`src/mnpm_pkg.sv`:
```
// Shared constants, codes and types of the MIDI note pair matcher.
package mnpm_pkg;

    localparam int PENDING_DEPTH = 32;
    localparam int INDEX_BITS    = 16;
    localparam int COUNT_W       = $clog2(PENDING_DEPTH + 1);
    localparam int PTR_W         = (PENDING_DEPTH > 1) ? $clog2(PENDING_DEPTH) : 1;

    localparam int DELTA_W   = 28;
    localparam int KIND_W    = 2;
    localparam int PITCH_W   = 7;
    localparam int CHAN_W    = 4;
    localparam int VEL_W     = 7;
    localparam int TIME_W    = 32;
    localparam int OUT_IDX_W = 16;

    typedef logic [KIND_W-1:0]     kind_t;
    typedef logic [PITCH_W-1:0]    pitch_t;
    typedef logic [CHAN_W-1:0]     chan_t;
    typedef logic [INDEX_BITS-1:0] idx_t;
    typedef logic [COUNT_W-1:0]    count_t;
    typedef logic [PTR_W-1:0]      ptr_t;

    localparam kind_t KIND_OTHER = 2'd0;
    localparam kind_t KIND_ON    = 2'd1;
    localparam kind_t KIND_OFF   = 2'd2;

    typedef enum logic [2:0] {
        ST_IDLE = 3'b001,
        ST_EXEC = 3'b010,
        ST_OUT  = 3'b100
    } state_t;

    // Sequencer to pending table
    typedef struct packed {
        logic   append;
        logic   remove;
        count_t scan;
        pitch_t pitch;
        chan_t  chan;
        idx_t   start_idx;
    } tbl_ctrl_t;

    // Pending table to sequencer
    typedef struct packed {
        logic hit;
        logic at_end;
        logic full;
        idx_t hit_idx;
    } tbl_stat_t;

endpackage

```
`src/mnpm_if.sv`:
```
// Request and result channel interfaces of the MIDI note pair matcher.
interface mnpm_req_if;
    logic                            valid;
    logic                            ready;
    logic [mnpm_pkg::DELTA_W-1:0]    delta_ticks;
    logic [mnpm_pkg::KIND_W-1:0]     req_type;
    logic [mnpm_pkg::PITCH_W-1:0]    pitch;
    logic [mnpm_pkg::CHAN_W-1:0]     channel;
    logic [mnpm_pkg::VEL_W-1:0]      velocity;

    modport source (
        output valid, delta_ticks, req_type, pitch, channel, velocity,
        input  ready
    );
    modport sink (
        input  valid, delta_ticks, req_type, pitch, channel, velocity,
        output ready
    );
endinterface

interface mnpm_rsp_if;
    logic                             valid;
    logic                             ready;
    logic [mnpm_pkg::TIME_W-1:0]      absolute_time;
    logic                             pair_found;
    logic [mnpm_pkg::OUT_IDX_W-1:0]   on_index;
    logic [mnpm_pkg::OUT_IDX_W-1:0]   off_index;
    logic                             table_full_drop;

    modport source (
        output valid, absolute_time, pair_found, on_index, off_index, table_full_drop,
        input  ready
    );
    modport sink (
        input  valid, absolute_time, pair_found, on_index, off_index, table_full_drop,
        output ready
    );
endinterface

```
`src/mnpm_table.sv`:
```
// Ordered table of pending note-ons with one scan read port and compaction on removal.
module mnpm_table (
    input  logic                clk,
    input  logic                rst_n,
    input  mnpm_pkg::tbl_ctrl_t ctrl,
    output mnpm_pkg::tbl_stat_t stat
);

    localparam int DEPTH = mnpm_pkg::PENDING_DEPTH;

    mnpm_pkg::pitch_t pitch_reg [DEPTH];
    mnpm_pkg::chan_t  chan_reg  [DEPTH];
    mnpm_pkg::idx_t   idx_reg   [DEPTH];
    mnpm_pkg::pitch_t pitch_next [DEPTH];
    mnpm_pkg::chan_t  chan_next  [DEPTH];
    mnpm_pkg::idx_t   idx_next   [DEPTH];

    mnpm_pkg::count_t count_reg;
    mnpm_pkg::count_t count_next;
    mnpm_pkg::ptr_t   ptr;
    mnpm_pkg::ptr_t   tail;

    assign ptr  = ctrl.scan[mnpm_pkg::PTR_W-1:0];
    assign tail = count_reg[mnpm_pkg::PTR_W-1:0];

    // Close the gap left by a removed entry, or write a new entry at the tail
    always_comb
    begin
        for (int j = 0; j < DEPTH; j++)
        begin
            pitch_next[j] = pitch_reg[j];
            chan_next[j]  = chan_reg[j];
            idx_next[j]   = idx_reg[j];
        end
        if (ctrl.remove)
        begin
            for (int j = 0; j < DEPTH - 1; j++)
            begin
                if (mnpm_pkg::PTR_W'(j) >= ptr)
                begin
                    pitch_next[j] = pitch_reg[j + 1];
                    chan_next[j]  = chan_reg[j + 1];
                    idx_next[j]   = idx_reg[j + 1];
                end
            end
        end
        else if (ctrl.append)
        begin
            pitch_next[tail] = ctrl.pitch;
            chan_next[tail]  = ctrl.chan;
            idx_next[tail]   = ctrl.start_idx;
        end
    end

    always_comb
    begin
        count_next = count_reg;
        if (ctrl.remove)
        begin
            count_next = count_reg - 1'b1;
        end
        else if (ctrl.append)
        begin
            count_next = count_reg + 1'b1;
        end
    end

    always_ff @(posedge clk)
    begin
        for (int j = 0; j < DEPTH; j++)
        begin
            pitch_reg[j] <= pitch_next[j];
            chan_reg[j]  <= chan_next[j];
            idx_reg[j]   <= idx_next[j];
        end
    end

    always_ff @(posedge clk or negedge rst_n)
    begin
        if (!rst_n)
        begin
            count_reg <= '0;
        end
        else
        begin
            count_reg <= count_next;
        end
    end

    assign stat.at_end  = (ctrl.scan >= count_reg);
    assign stat.full    = (count_reg == mnpm_pkg::COUNT_W'(DEPTH));
    assign stat.hit     = !stat.at_end && (pitch_reg[ptr] == ctrl.pitch)
                          && (chan_reg[ptr] == ctrl.chan);
    assign stat.hit_idx = idx_reg[ptr];

endmodule

```
`src/midi_note_pair_matcher.sv`:
```
// Top level: pairs MIDI note-on events with their note-offs, one event at a time.
// One event is taken per transfer on req, and exactly one result leaves on rsp. The block
// takes an event only when idle (req.ready high) and then holds req.ready low until the
// result has been transferred. Other events and note-ons go from ST_EXEC straight to ST_OUT;
// a note-off walks the pending table oldest first in ST_EXEC, one entry a cycle through the
// table's single read port, until a match or the end of the table. Absolute time saturates
// at 2^32-1 and the event index wraps. Reset empties the table at once; no clearing pass is
// needed.
module midi_note_pair_matcher (
    input logic        clk,
    input logic        rst_n,
    mnpm_req_if.sink   req,
    mnpm_rsp_if.source rsp
);

    mnpm_pkg::state_t state_reg, state_next;
    logic [mnpm_pkg::TIME_W-1:0] time_reg, time_next;
    mnpm_pkg::idx_t   evt_cnt_reg, evt_cnt_next;
    mnpm_pkg::idx_t   cur_idx_reg, cur_idx_next;
    mnpm_pkg::idx_t   on_idx_reg, on_idx_next;
    mnpm_pkg::pitch_t pitch_reg, pitch_next;
    mnpm_pkg::chan_t  chan_reg, chan_next;
    mnpm_pkg::count_t scan_reg, scan_next;
    logic is_on_reg, is_on_next;
    logic is_off_reg, is_off_next;
    logic found_reg, found_next;
    logic drop_reg, drop_next;

    logic [mnpm_pkg::TIME_W:0] time_sum;
    logic accept;
    logic req_is_on;
    logic req_is_off;

    mnpm_pkg::tbl_ctrl_t tbl_ctrl;
    mnpm_pkg::tbl_stat_t tbl_stat;

    mnpm_table u_table (
        .clk   (clk),
        .rst_n (rst_n),
        .ctrl  (tbl_ctrl),
        .stat  (tbl_stat)
    );

    assign req.ready = (state_reg == mnpm_pkg::ST_IDLE);
    assign accept    = req.valid && req.ready;

    assign time_sum   = {1'b0, time_reg} + (mnpm_pkg::TIME_W + 1)'(req.delta_ticks);
    assign req_is_on  = (req.req_type == mnpm_pkg::KIND_ON) && (req.velocity != '0);
    assign req_is_off = (req.req_type == mnpm_pkg::KIND_OFF)
                        || ((req.req_type == mnpm_pkg::KIND_ON) && (req.velocity == '0));

    always_comb
    begin
        state_next   = state_reg;
        time_next    = time_reg;
        evt_cnt_next = evt_cnt_reg;
        cur_idx_next = cur_idx_reg;
        on_idx_next  = on_idx_reg;
        pitch_next   = pitch_reg;
        chan_next    = chan_reg;
        scan_next    = scan_reg;
        is_on_next   = is_on_reg;
        is_off_next  = is_off_reg;
        found_next   = found_reg;
        drop_next    = drop_reg;

        tbl_ctrl.append    = 1'b0;
        tbl_ctrl.remove    = 1'b0;
        tbl_ctrl.scan      = scan_reg;
        tbl_ctrl.pitch     = pitch_reg;
        tbl_ctrl.chan      = chan_reg;
        tbl_ctrl.start_idx = cur_idx_reg;

        unique case (state_reg)
            mnpm_pkg::ST_IDLE:
            begin
                if (accept)
                begin
                    // saturate the running time at all ones
                    time_next    = time_sum[mnpm_pkg::TIME_W] ? '1
                                   : time_sum[mnpm_pkg::TIME_W-1:0];
                    cur_idx_next = evt_cnt_reg;
                    evt_cnt_next = evt_cnt_reg + 1'b1;
                    pitch_next   = req.pitch;
                    chan_next    = req.channel;
                    is_on_next   = req_is_on;
                    is_off_next  = req_is_off;
                    scan_next    = '0;
                    found_next   = 1'b0;
                    drop_next    = 1'b0;
                    on_idx_next  = '0;
                    state_next   = mnpm_pkg::ST_EXEC;
                end
            end
            mnpm_pkg::ST_EXEC:
            begin
                priority if (is_on_reg)
                begin
                    if (tbl_stat.full)
                    begin
                        drop_next = 1'b1;
                    end
                    else
                    begin
                        tbl_ctrl.append = 1'b1;
                    end
                    state_next = mnpm_pkg::ST_OUT;
                end
                else if (is_off_reg)
                begin
                    // advance one entry a cycle until a match or the end of the table
                    priority if (tbl_stat.at_end)
                    begin
                        state_next = mnpm_pkg::ST_OUT;
                    end
                    else if (tbl_stat.hit)
                    begin
                        tbl_ctrl.remove = 1'b1;
                        found_next      = 1'b1;
                        on_idx_next     = tbl_stat.hit_idx;
                        state_next      = mnpm_pkg::ST_OUT;
                    end
                    else
                    begin
                        scan_next = scan_reg + 1'b1;
                    end
                end
                else
                begin
                    state_next = mnpm_pkg::ST_OUT;
                end
            end
            mnpm_pkg::ST_OUT:
            begin
                if (rsp.ready)
                begin
                    state_next = mnpm_pkg::ST_IDLE;
                end
            end
            default:
            begin
                state_next = mnpm_pkg::ST_IDLE;
            end
        endcase
    end

    always_ff @(posedge clk or negedge rst_n)
    begin
        if (!rst_n)
        begin
            state_reg   <= mnpm_pkg::ST_IDLE;
            time_reg    <= '0;
            evt_cnt_reg <= '0;
            found_reg   <= 1'b0;
            drop_reg    <= 1'b0;
            is_on_reg   <= 1'b0;
            is_off_reg  <= 1'b0;
            scan_reg    <= '0;
            on_idx_reg  <= '0;
        end
        else
        begin
            state_reg   <= state_next;
            time_reg    <= time_next;
            evt_cnt_reg <= evt_cnt_next;
            found_reg   <= found_next;
            drop_reg    <= drop_next;
            is_on_reg   <= is_on_next;
            is_off_reg  <= is_off_next;
            scan_reg    <= scan_next;
            on_idx_reg  <= on_idx_next;
        end
    end

    always_ff @(posedge clk)
    begin
        cur_idx_reg <= cur_idx_next;
        pitch_reg   <= pitch_next;
        chan_reg    <= chan_next;
    end

    assign rsp.valid           = (state_reg == mnpm_pkg::ST_OUT);
    assign rsp.absolute_time   = time_reg;
    assign rsp.pair_found      = found_reg;
    assign rsp.on_index        = mnpm_pkg::OUT_IDX_W'(on_idx_reg);
    assign rsp.off_index       = found_reg ? mnpm_pkg::OUT_IDX_W'(cur_idx_reg) : '0;
    assign rsp.table_full_drop = drop_reg;

endmodule

```
`src/flat_wrapper.sv`:
```
// flat-port wrapper written by rule: the top's interface ports become plain ports
module midi_note_pair_matcher_flat 
  (clk, rst_n, req_valid, req_delta_ticks, req_req_type, req_pitch, req_channel, req_velocity, req_ready, rsp_valid, rsp_absolute_time, rsp_pair_found, rsp_on_index, rsp_off_index, rsp_table_full_drop, rsp_ready);
  mnpm_req_if req_i ();
  mnpm_rsp_if rsp_i ();
  input logic clk;
  input logic rst_n;
  input wire logic [$bits(req_i.valid)-1:0] req_valid;
  input wire logic [$bits(req_i.delta_ticks)-1:0] req_delta_ticks;
  input wire logic [$bits(req_i.req_type)-1:0] req_req_type;
  input wire logic [$bits(req_i.pitch)-1:0] req_pitch;
  input wire logic [$bits(req_i.channel)-1:0] req_channel;
  input wire logic [$bits(req_i.velocity)-1:0] req_velocity;
  output wire logic [$bits(req_i.ready)-1:0] req_ready;
  output wire logic [$bits(rsp_i.valid)-1:0] rsp_valid;
  output wire logic [$bits(rsp_i.absolute_time)-1:0] rsp_absolute_time;
  output wire logic [$bits(rsp_i.pair_found)-1:0] rsp_pair_found;
  output wire logic [$bits(rsp_i.on_index)-1:0] rsp_on_index;
  output wire logic [$bits(rsp_i.off_index)-1:0] rsp_off_index;
  output wire logic [$bits(rsp_i.table_full_drop)-1:0] rsp_table_full_drop;
  input wire logic [$bits(rsp_i.ready)-1:0] rsp_ready;
  assign req_i.valid = req_valid;
  assign req_i.delta_ticks = req_delta_ticks;
  assign req_i.req_type = req_req_type;
  assign req_i.pitch = req_pitch;
  assign req_i.channel = req_channel;
  assign req_i.velocity = req_velocity;
  assign req_ready = req_i.ready;
  assign rsp_valid = rsp_i.valid;
  assign rsp_absolute_time = rsp_i.absolute_time;
  assign rsp_pair_found = rsp_i.pair_found;
  assign rsp_on_index = rsp_i.on_index;
  assign rsp_off_index = rsp_i.off_index;
  assign rsp_table_full_drop = rsp_i.table_full_drop;
  assign rsp_i.ready = rsp_ready;
  midi_note_pair_matcher u_core (.clk(clk), .rst_n(rst_n), .req(req_i), .rsp(rsp_i));
endmodule
```
`config.mk`:
```
export PLATFORM = sky130hd
export DESIGN_NAME = midi_note_pair_matcher_flat
export DESIGN_NICKNAME = d
export VERILOG_FILES = /design/src/mnpm_pkg.sv /design/src/mnpm_if.sv /design/src/mnpm_table.sv /design/src/midi_note_pair_matcher.sv /design/src/flat_wrapper.sv
export SDC_FILE = /design/constraint.sdc
export NUM_CORES = 1
export LEC_CHECK = 0
export BUFFER_PORTS_ARGS = -buffer_cell sky130_fd_sc_hd__buf_2
export CAP_MARGIN = 20
export CORE_MARGIN = 8
export CORE_UTILIZATION = 30
export DETAILED_ROUTE_END_ITERATION = 16
export GPL_TIMING_DRIVEN = 1
export SYNTH_ARGS = -nofsm -noshare
export SYNTH_HDL_FRONTEND = slang
export SYNTH_SLANG_ARGS = --single-unit
```
`constraint.sdc`:
```
create_clock -name clk -period 10.8 [get_ports clk]
set_input_delay 2.7 -clock clk [delete_from_list [all_inputs] [get_ports clk]]
set_output_delay 2.7 -clock clk [all_outputs]
set_load 0.02 [all_outputs]
```
After elaboration in Yosys (flattened, before gate mapping)
Memory sizes are Yosys's and may differ from the RTL's.
Index checks and enable logic that the tools add are counted.
{ "op_classes": {"mux": 150, "n_lt_le_gt_ge": 34, "bitwise_logic": 1, "n_reduce_logical": 17, "addsub": 5, "eq_ne": 18} }
{ "op_table": {"columns": ["op", "count"], "rows": [
  ["$mux 16", 39],
  ["$bwmux 512", 1],
  ["$mux 512", 1],
  ["$mux 496", 1],
  ["$mux 7", 33],
  ["$bwmux 224", 1],
  ["$mux 224", 1],
  ["$mux 217", 1],
  ["$mux 4", 33],
  ["$bwmux 128", 1],
  ["$mux 128", 1],
  ["$mux 124", 1],
  ["$demux 16 s5", 1],
  ["$ge 5x5->1 const A", 15],
  ["$mux 6", 7],
  ["$ge 4x5->1 const A", 8],
  ["$demux 7 s5", 1],
  ["$add 32x28->33", 1],
  ["$mux 32", 1],
  ["$pmux 16 s2", 1],
  ["$demux 4 s5", 1],
  ["$ge 3x5->1 const A", 4],
  ["$mux 3", 6],
  ["$add 16x1->16 const B", 1],
  ["34 further kinds", 64]
]} }
{ "word_totals": {"ramBits": 864, "register_bits": 110, "in_bits": 52, "wordCells": 241, "memories": 3, "out_inout_bits": 68} }
{ "mem_list": {"columns": ["name", "depth", "width", "read_ports", "rd_clocked_by_memory_dff", "wr", "line_no", "source"], "rows": [
  ["u_core.u_table.idx_reg", 32, 16, 33, 0, 32, "mnpm_table.sv:13", "mnpm_pkg::idx_t idx_reg [DEPTH];"],
  ["u_core.u_table.pitch_reg", 32, 7, 33, 0, 32, "mnpm_table.sv:11", "mnpm_pkg::pitch_t pitch_reg [DEPTH];"],
  ["u_core.u_table.chan_reg", 32, 4, 33, 0, 32, "mnpm_table.sv:12", "mnpm_pkg::chan_t chan_reg [DEPTH];"]
]} }

Longest topological paths before layout
Gate-level depths: netlist of the first run.
{ "depth": {"depth_word": 11, "depth_mapped": 23, "depth_no_buf": 18} }

Cells and area by module
Synthesis of the first run repeated with hierarchy kept, for this count alone.
{ "unflattened": {"cells_unflattened": 4040, "area_unflattened_um2": 47904.7} }
{ "by_module_without_submodules": {"columns": ["mod", "instances", "area_each_um2", "seq_area_each_um2", "cells_each"], "rows": [
  ["mnpm_table", 1, 42293.1, 26095.0, 3489],
  ["midi_note_pair_matcher", 1, 5611.6, 2738.9, 551]
]} }

Least setup slack after synthesis of the first run
No wires, ideal clock.
{ "synth_timing": {"path_kind": "flip-flop to flip-flop", "start": "register u_core.scan_reg[1] (netlist name)", "end": "memory u_core.u_table.chan_reg[0][0] (netlist bit) (enable)", "arrival_ps": 5000, "period_less_slack_ps": 5454, "required_time_ps": 10346, "setup_time_ps": 454, "stages_incl_launch_ff": 16, "path_buffers": 4, "setup_slack_ps": 5346, "path_cell_list": "dfrtp_1 > buf_2 > buf_4 > clkinv_1 > clkbuf_1 > o211ai_1 > a21oi_1 > a211oi_1 > mux2i_1 > a32oi_1 > nor4b_4 > nand3_2 > inv_2 > buf_4 > nand2_1 > o32ai_1"} }
{ "synth_rtl": {"columns": ["item", "line_no"], "rows": [
  ["end: declaration", "mnpm_table.sv:12"]
]} }

==> metrics, run 1 <==
status finished, final reports clean; CTS tree done; Flop pwr share 45.7%; GR peak layer met2; largest net degree at the start of global routing 240; clock sinks 974; Tcrit/Tclk final 69.7%; combinational power share 16.1%; vias in the first global route 32.1k; Post-synth EDFFs 891; CP delay by family, top buffers and inverters; Setup Viol. Count Final 0; sequential share of the synthesized area 58.9%; row count 148; PnR Total Power 9.43 mW; TNS Setup 0 ns; DP Cell Count 5401; max reg flops 512; fmax 133 MHz; Syn Nets 3454; Crit path required time 11.38 ns; CTS Hold Bufs 0; worst path bufs/invs 6; Worst Slack Setup Final 3.27 ns; Max stage delay on crit path 0.87 ns; post-DP HPWL 92.2 mm; Post-CTS Setup Inserts 0; die height 420 um; Final Skew 0.0386 ns; Area Growth Syn to Fin 11.7%; clk slew on worst S/H paths 0.06 ns; Detail Route Antenna Nets 0; gr ovfl total 0; Yosys reg bits 974; dpl cell area 51300 um2; CP arrival 8.11 ns; switching share of total power 28.7%; CP Capture Type register; cell mode on critical path buf_4; Mapped Cells 3358; design area 54700 um2; Global Route met3 Usage 3.13%; DR iter-0 viols 4498; CP Cell Sequence buf_4 -> inv_4 -> buf_4 -> a221oi_1 -> nor3_1 -> o21a_1 -> o22ai_1 -> nor4_4 -> nand3_2 -> inv_8 -> buf_4 -> buf_12 -> a22o_1; GR Util met1 23.6%; vias per std cell 5.92; CTS buffer count 106; Worst Tran Pin Value 1.30 ns; Non-Filler Instances 5602; Netlist cell types 74; Slew Limit Fails 0; Final Hold Fails 0; DRC viols 0; Top Ports 120; CP Launch Type register; RSZ-0062 raised after global routing no; top cell type's share of synthesized area 54.7%; syn avg cell area 14.6 um2; post-place setup slack 3.53 ns; M2 GR Usage 26.6%; Worst-Skew Late Latency 0.72 ns; Cell Int Power 6.73 mW; Starting Density 30.1%; relative slew slack 13.6%; nets@finish 3430; Finished Core Util 33.7%; CP Max Fanout 239; final worst path period need 7.53 ns; PortBufs 119; Critical-path top delay cell buf_4; Total GRT Usage 16.9%; 1st-pass router iterations 6; Main synth FF type edfxtp_1; P_sw 2.71 mW; max_cap viols 0; core footprint 162000 um2; yosys warns 0; final WL 156 mm; power share of the clock group 38.2%; first-pass GRT wire length 228 mm; most area-consuming cells after synthesis edfxtp_1 55%, a22o_1 15%, mux4_2 7.3%; layout cells sized above 1 18.0%; crit path kind reg2reg; Max Buffers Root-to-Sink 3; CTS root buf clkbuf_16; initial antenna violation count 5; Placer Congestion 0.859; Die ar. 176000 um2; DIE WIDTH 420 um; number of H-tree levels 3; peak supply drop 0.159 mV; Leak 16.7 nW; Wirelength per Cell 27.9 um; worst hold path class reg2reg; FFs w/ async S/R, synth 8.52%; # resized after CTS 0; Pwr Density 172 nW/um2; hold slack 0.474 ns; post-synth top area cell edfxtp_1; Synth Cell Area 49000 um2; DR vias 33.2k
per-layer routing:
layer / vias up / part of all wire (%) / routed length, um
li1: 13800 / - / -
met1: 17200 / 42 / 65300
met2: 1823 / 46 / 72300
met3: 282 / 8.6 / 13500
met4: 0 / 3.3 / 5120
met5: - / 0 / 0
worst reg2reg max path: stages, from the launching register on:
cell and delay, ns:
dfrtp_4 0.65, buf_4 0.36, inv_4 0.55, buf_4 0.86, a221oi_1 0.35, nor3_1 0.57
o21a_1 0.21, o22ai_1 0.11, nor4_4 0.43, nand3_2 0.30, inv_8 0.73, buf_4 0.88
buf_12 0.68, a22o_1 0.71
cell type report:
type	count	area, um2
well taps	2175	2720
clock inverters	56	519
multi-input cells	1985	18100
clock buffers	142	2860
inverters	29	120
diodes	3	7.51
flip-flops and latches	974	28800
fillers	15700	108000
repair buffers	238	1570
logic make-up (layout without fill, tap and decap cells):
logic type / Yosys count / in the layout / share of synthesized area, %
compound gates: 1225 / 1225 / 20.4
flops: 974 / 974 / 58.9
buf+inv: 399 / 465 / 4.69
simple gates: 353 / 353 / 3.51
mux: 311 / 311 / 10.4
xor+xnor: 52 / 52 / 0.930
fa+ha+maj: 44 / 44 / 1.16
other cells: 0 / 3 / 0
synthesized netlist by cell type (5+ instances only):
cell type / instances
a2111oi_0: 5
a21o_1: 41
a211oi_1: 16
nand3_1: 71
nand3b_1: 6
and2_1: 21
a21oi_1: 66
o2bb2ai_1: 26
nor3b_1: 5
clkbuf_1: 209
nor2b_1: 9
o22ai_1: 22
buf_6: 84
and3_1: 11
nor2_1: 84
nor3_1: 14
o221ai_1: 7
buf_8: 8
nand2b_1: 9
o211ai_1: 9
mux2i_1: 140
dfrtp_1: 82
buf_2: 38
a21boi_0: 9
o22a_1: 26
a31oi_1: 14
edfxtp_1: 891
buf_4: 8
nand2_1: 92
inv_1: 20
mux2_2: 13
clkinv_1: 7
mux4_2: 158
xnor2_1: 40
o31ai_1: 17
xor2_1: 12
o21ai_0: 79
a221oi_1: 13
buf_1: 22
ha_1: 42
a22o_1: 837
nand4_1: 14
power groups by stage:
stage               registers [mW]  logic, mW  clock network, mW
floorplan                     4.43      0.966                  0
global placement              4.38       1.50                  0
detailed placement            4.38       1.51                  0
CTS                           4.31       1.52               3.66
global route                  4.32       1.64               3.79
finish                        4.31       1.52               3.61
worst paths after layout:
| path | startpoint | end | slack (ns) | depth (start not counted) |
|---|---|---|---|---|
| max in group asynchronous | rst_n | u_core.rsp.absolute_time[31] | 7.64 | 2 |
| worst max-delay path | u_core.scan_reg[1] | u_core.u_table.pitch_reg[12][4] | 3.27 | 13 |
| worst min register to register | u_core.evt_cnt_reg[15] | u_core.cur_idx_reg[15] | 0.47 | 0 |
| worst max register to register | u_core.scan_reg[1] | u_core.u_table.pitch_reg[12][4] | 3.27 | 13 |
| worst min-delay path | u_core.evt_cnt_reg[15] | u_core.cur_idx_reg[15] | 0.47 | 0 |
| min in group asynchronous | rst_n | u_core.u_table.count_reg[4] | 2.03 | 1 |
layout by cell type (no fill, tap or decap), types with 7 or more instances in the layout:
master	n
xnor2_1	40
xor2_1	12
inv_1	20
edfxtp_1	891
o211ai_1	9
o22ai_1	16
nand4_1	14
buf_4	115
o21ai_0	76
o22a_1	26
nand2b_1	9
a21boi_0	9
ha_1	42
a221oi_1	13
nor3_1	10
bufinv_16	7
nor2_1	56
clkbuf_1	30
dfrtp_1	77
a31oi_1	14
clkinv_1	30
a22o_1	837
a21oi_1	66
and2_1	21
nor2b_1	9
mux2i_1	140
and3_1	11
o2bb2ai_1	26
a21o_1	40
nand2_1	91
a211oi_1	16
nand3_1	71
mux4_2	158
clkinv_2	18
nor2_2	27
buf_2	118
clkbuf_16	107
o221ai_1	7
mux2_2	13
o31ai_1	17
Power figures use the tool's default switching activity.
==> run 2, diff against run 1 <==
==> constraint.sdc (replaced) <==
create_clock -name clk -period 7.45 [get_ports clk]
set_input_delay 1.8625 -clock clk [delete_from_list [all_inputs] [get_ports clk]]
set_output_delay 1.8625 -clock clk [all_outputs]
set_load 0.02 [all_outputs]
==> run 2 against run 1 <==
Against the previous run: via count shrank 0.28%; die area is the same; combinational power grew 45%; sequential share of layout area shrank 0.45 points; register-to-register slack lost 2.1 ns; routed wire length grew 0.21%; fmax grew 21%; sequential cell count is the same; clock power grew 48%; first-iteration DRC count grew 6.1%; sequential power grew 45%; critical path type unchanged.
==> metrics, run 2 (synthesis results as in run 1) <==
TNS Setup 0 ns; final worst path period need 6.23 ns; DP Cell Count 5418; Post-CTS Setup Inserts 0; final WL 156 mm; peak supply drop 0.260 mV; Top Ports 120; Pwr Density 251 nW/um2; layout cells sized above 1 18.7%; Worst Tran Pin Value 1.32 ns; hold slack 0.488 ns; cell depth of the worst flop-to-flop path 17; Max Buffers Root-to-Sink 3; most frequent cells in the layout 891 x edfxtp_1, 837 x a22o_1, 158 x mux4_2; Starting Density 30.1%; die height 420 um; Worst-Skew Late Latency 0.71 ns; CP arrival 6.86 ns; Flop pwr share 45.3%; status finished, final reports clean; Placer Congestion 0.838; Wirelength per Cell 27.8 um; Worst Slack Setup Final 1.22 ns; relative slew slack 12.1%; CTS root buf clkbuf_16; Leak 16.9 nW; core footprint 162000 um2; commonest non-fill, non-tap cell in the layout edfxtp_1; vias in the first global route 32.6k; vias per std cell 5.88; Die ar. 176000 um2; PnR Total Power 13.8 mW; RSZ-0062 raised after global routing no; CP Launch Type register; Crit path required time 8.08 ns; Area Growth Syn to Fin 12.7%; clock sinks 974; combinational power share 16.0%; first-pass GRT wire length 230 mm; Slew Limit Fails 0; Detail Route Antenna Nets 0; Setup Viol. Count Final 0; CTS buffer count 109; number of H-tree levels 3; power share of the clock group 38.7%; reg-to-reg startpoint u_core.scan_reg[0]; crit path kind reg2reg; worst hold path class reg2reg; CP Capture Type register; Cell Int Power 9.94 mW; DR iter-0 viols 4772; Final Skew 0.0409 ns; 1st-pass router iterations 6; CTS tree done; DRC viols 0; nets@finish 3451; post-DP HPWL 96.0 mm; row count 148; max reg flops 512; DIE WIDTH 420 um; fmax 160 MHz; Reg-to-Reg End u_core.u_table.count_reg[5]; max_cap viols 0; end of the critical path u_core.u_table.count_reg[5]; switching share of total power 28.2%; CTS Hold Bufs 0; Non-Filler Instances 5628; Final Hold Fails 0; CP startpoint u_core.scan_reg[0]; CP Max Fanout 162; P_sw 3.90 mW; initial antenna violation count 7; post-place setup slack 1.36 ns; DR vias 33.1k; Tcrit/Tclk final 83.7%; # resized after CTS 0; FF-to-FF setup slack 1.22 ns; clk slew on worst S/H paths 0.06 ns; gr ovfl total 0; largest net degree at the start of global routing 242; Total GRT Usage 17.0%; PortBufs 119
-- run 2: final cells by class --
| class | count | area, um2 |
|---|---|---|
| fill | 15700 | 107000 |
| inverter | 29 | 120 |
| clock buffer | 147 | 2960 |
| antenna | 4 | 10.0 |
| clock inverter | 58 | 572 |
| timing repair buffer | 256 | 1890 |
| multi-input combinational | 1985 | 18100 |
| sequential | 974 | 28800 |
| tap | 2175 | 2720 |
-- run 2: metrics by stage --
stage	utilization (%)	cell area [um2]
floorplan	-	49000
global route	34.0	55200
global placement	31.7	51600
CTS	34.0	55100
finish	34.0	55200
detailed placement	31.8	51600
-- run 2: worst min-delay path by stage --
| stage | from | to | slack [ns] | cells after the start |
|---|---|---|---|---|
| after floorplan | u_core.chan_reg[3] | u_core.u_table.chan_reg[31][3] | 0.42 | 0 |
| after global placement | u_core.evt_cnt_reg[15] | u_core.evt_cnt_reg[15] | 0.47 | 1 |
| after detailed placement | u_core.evt_cnt_reg[15] | u_core.cur_idx_reg[15] | 0.48 | 0 |
| after CTS | u_core.u_table.count_reg[5] | u_core.u_table.count_reg[5] | 0.49 | 1 |
| after global routing | u_core.evt_cnt_reg[14] | u_core.evt_cnt_reg[14] | 0.51 | 1 |
| final | u_core.evt_cnt_reg[15] | u_core.evt_cnt_reg[15] | 0.49 | 1 |
-- run 2: worst max-delay path, cell delays in order, from the launching register on --
cell,delay [ns]
dfrtp_4,0.96
buf_4,0.63
a21boi_0,0.20
a211oi_1,0.25
a2111oi_0,0.09
a211oi_1,0.73
o21a_1,0.18
o22ai_1,0.12
nor4_4,0.38
nand3_2,0.31
inv_8,0.42
buf_12,0.54
ha_1,0.38
inv_1,0.10
o21bai_1,0.08
a21oi_1,0.19
mux2i_1,0.23
xnor2_1,0.13
-- run 2: routing by layer --
metal / wire [um] / GRT usage, % / vias up
li1: - / - / 13900
met1: 65500 / 23.4 / 17200
met2: 73200 / 27.3 / 1727
met3: 13000 / 3.22 / 267
met4: 4820 / 5.07 / 2
met5: 13 / 0 / -
-- run 2: power by group through the flow --
stage               registers [mW]  logic [mW]  clock network (mW)
global placement              6.37        2.18                   0
global route                  6.29        2.40                5.64
detailed placement            6.38        2.20                   0
floorplan                     6.42        1.40                   0
finish                        6.27        2.21                5.36
CTS                           6.27        2.21                5.45
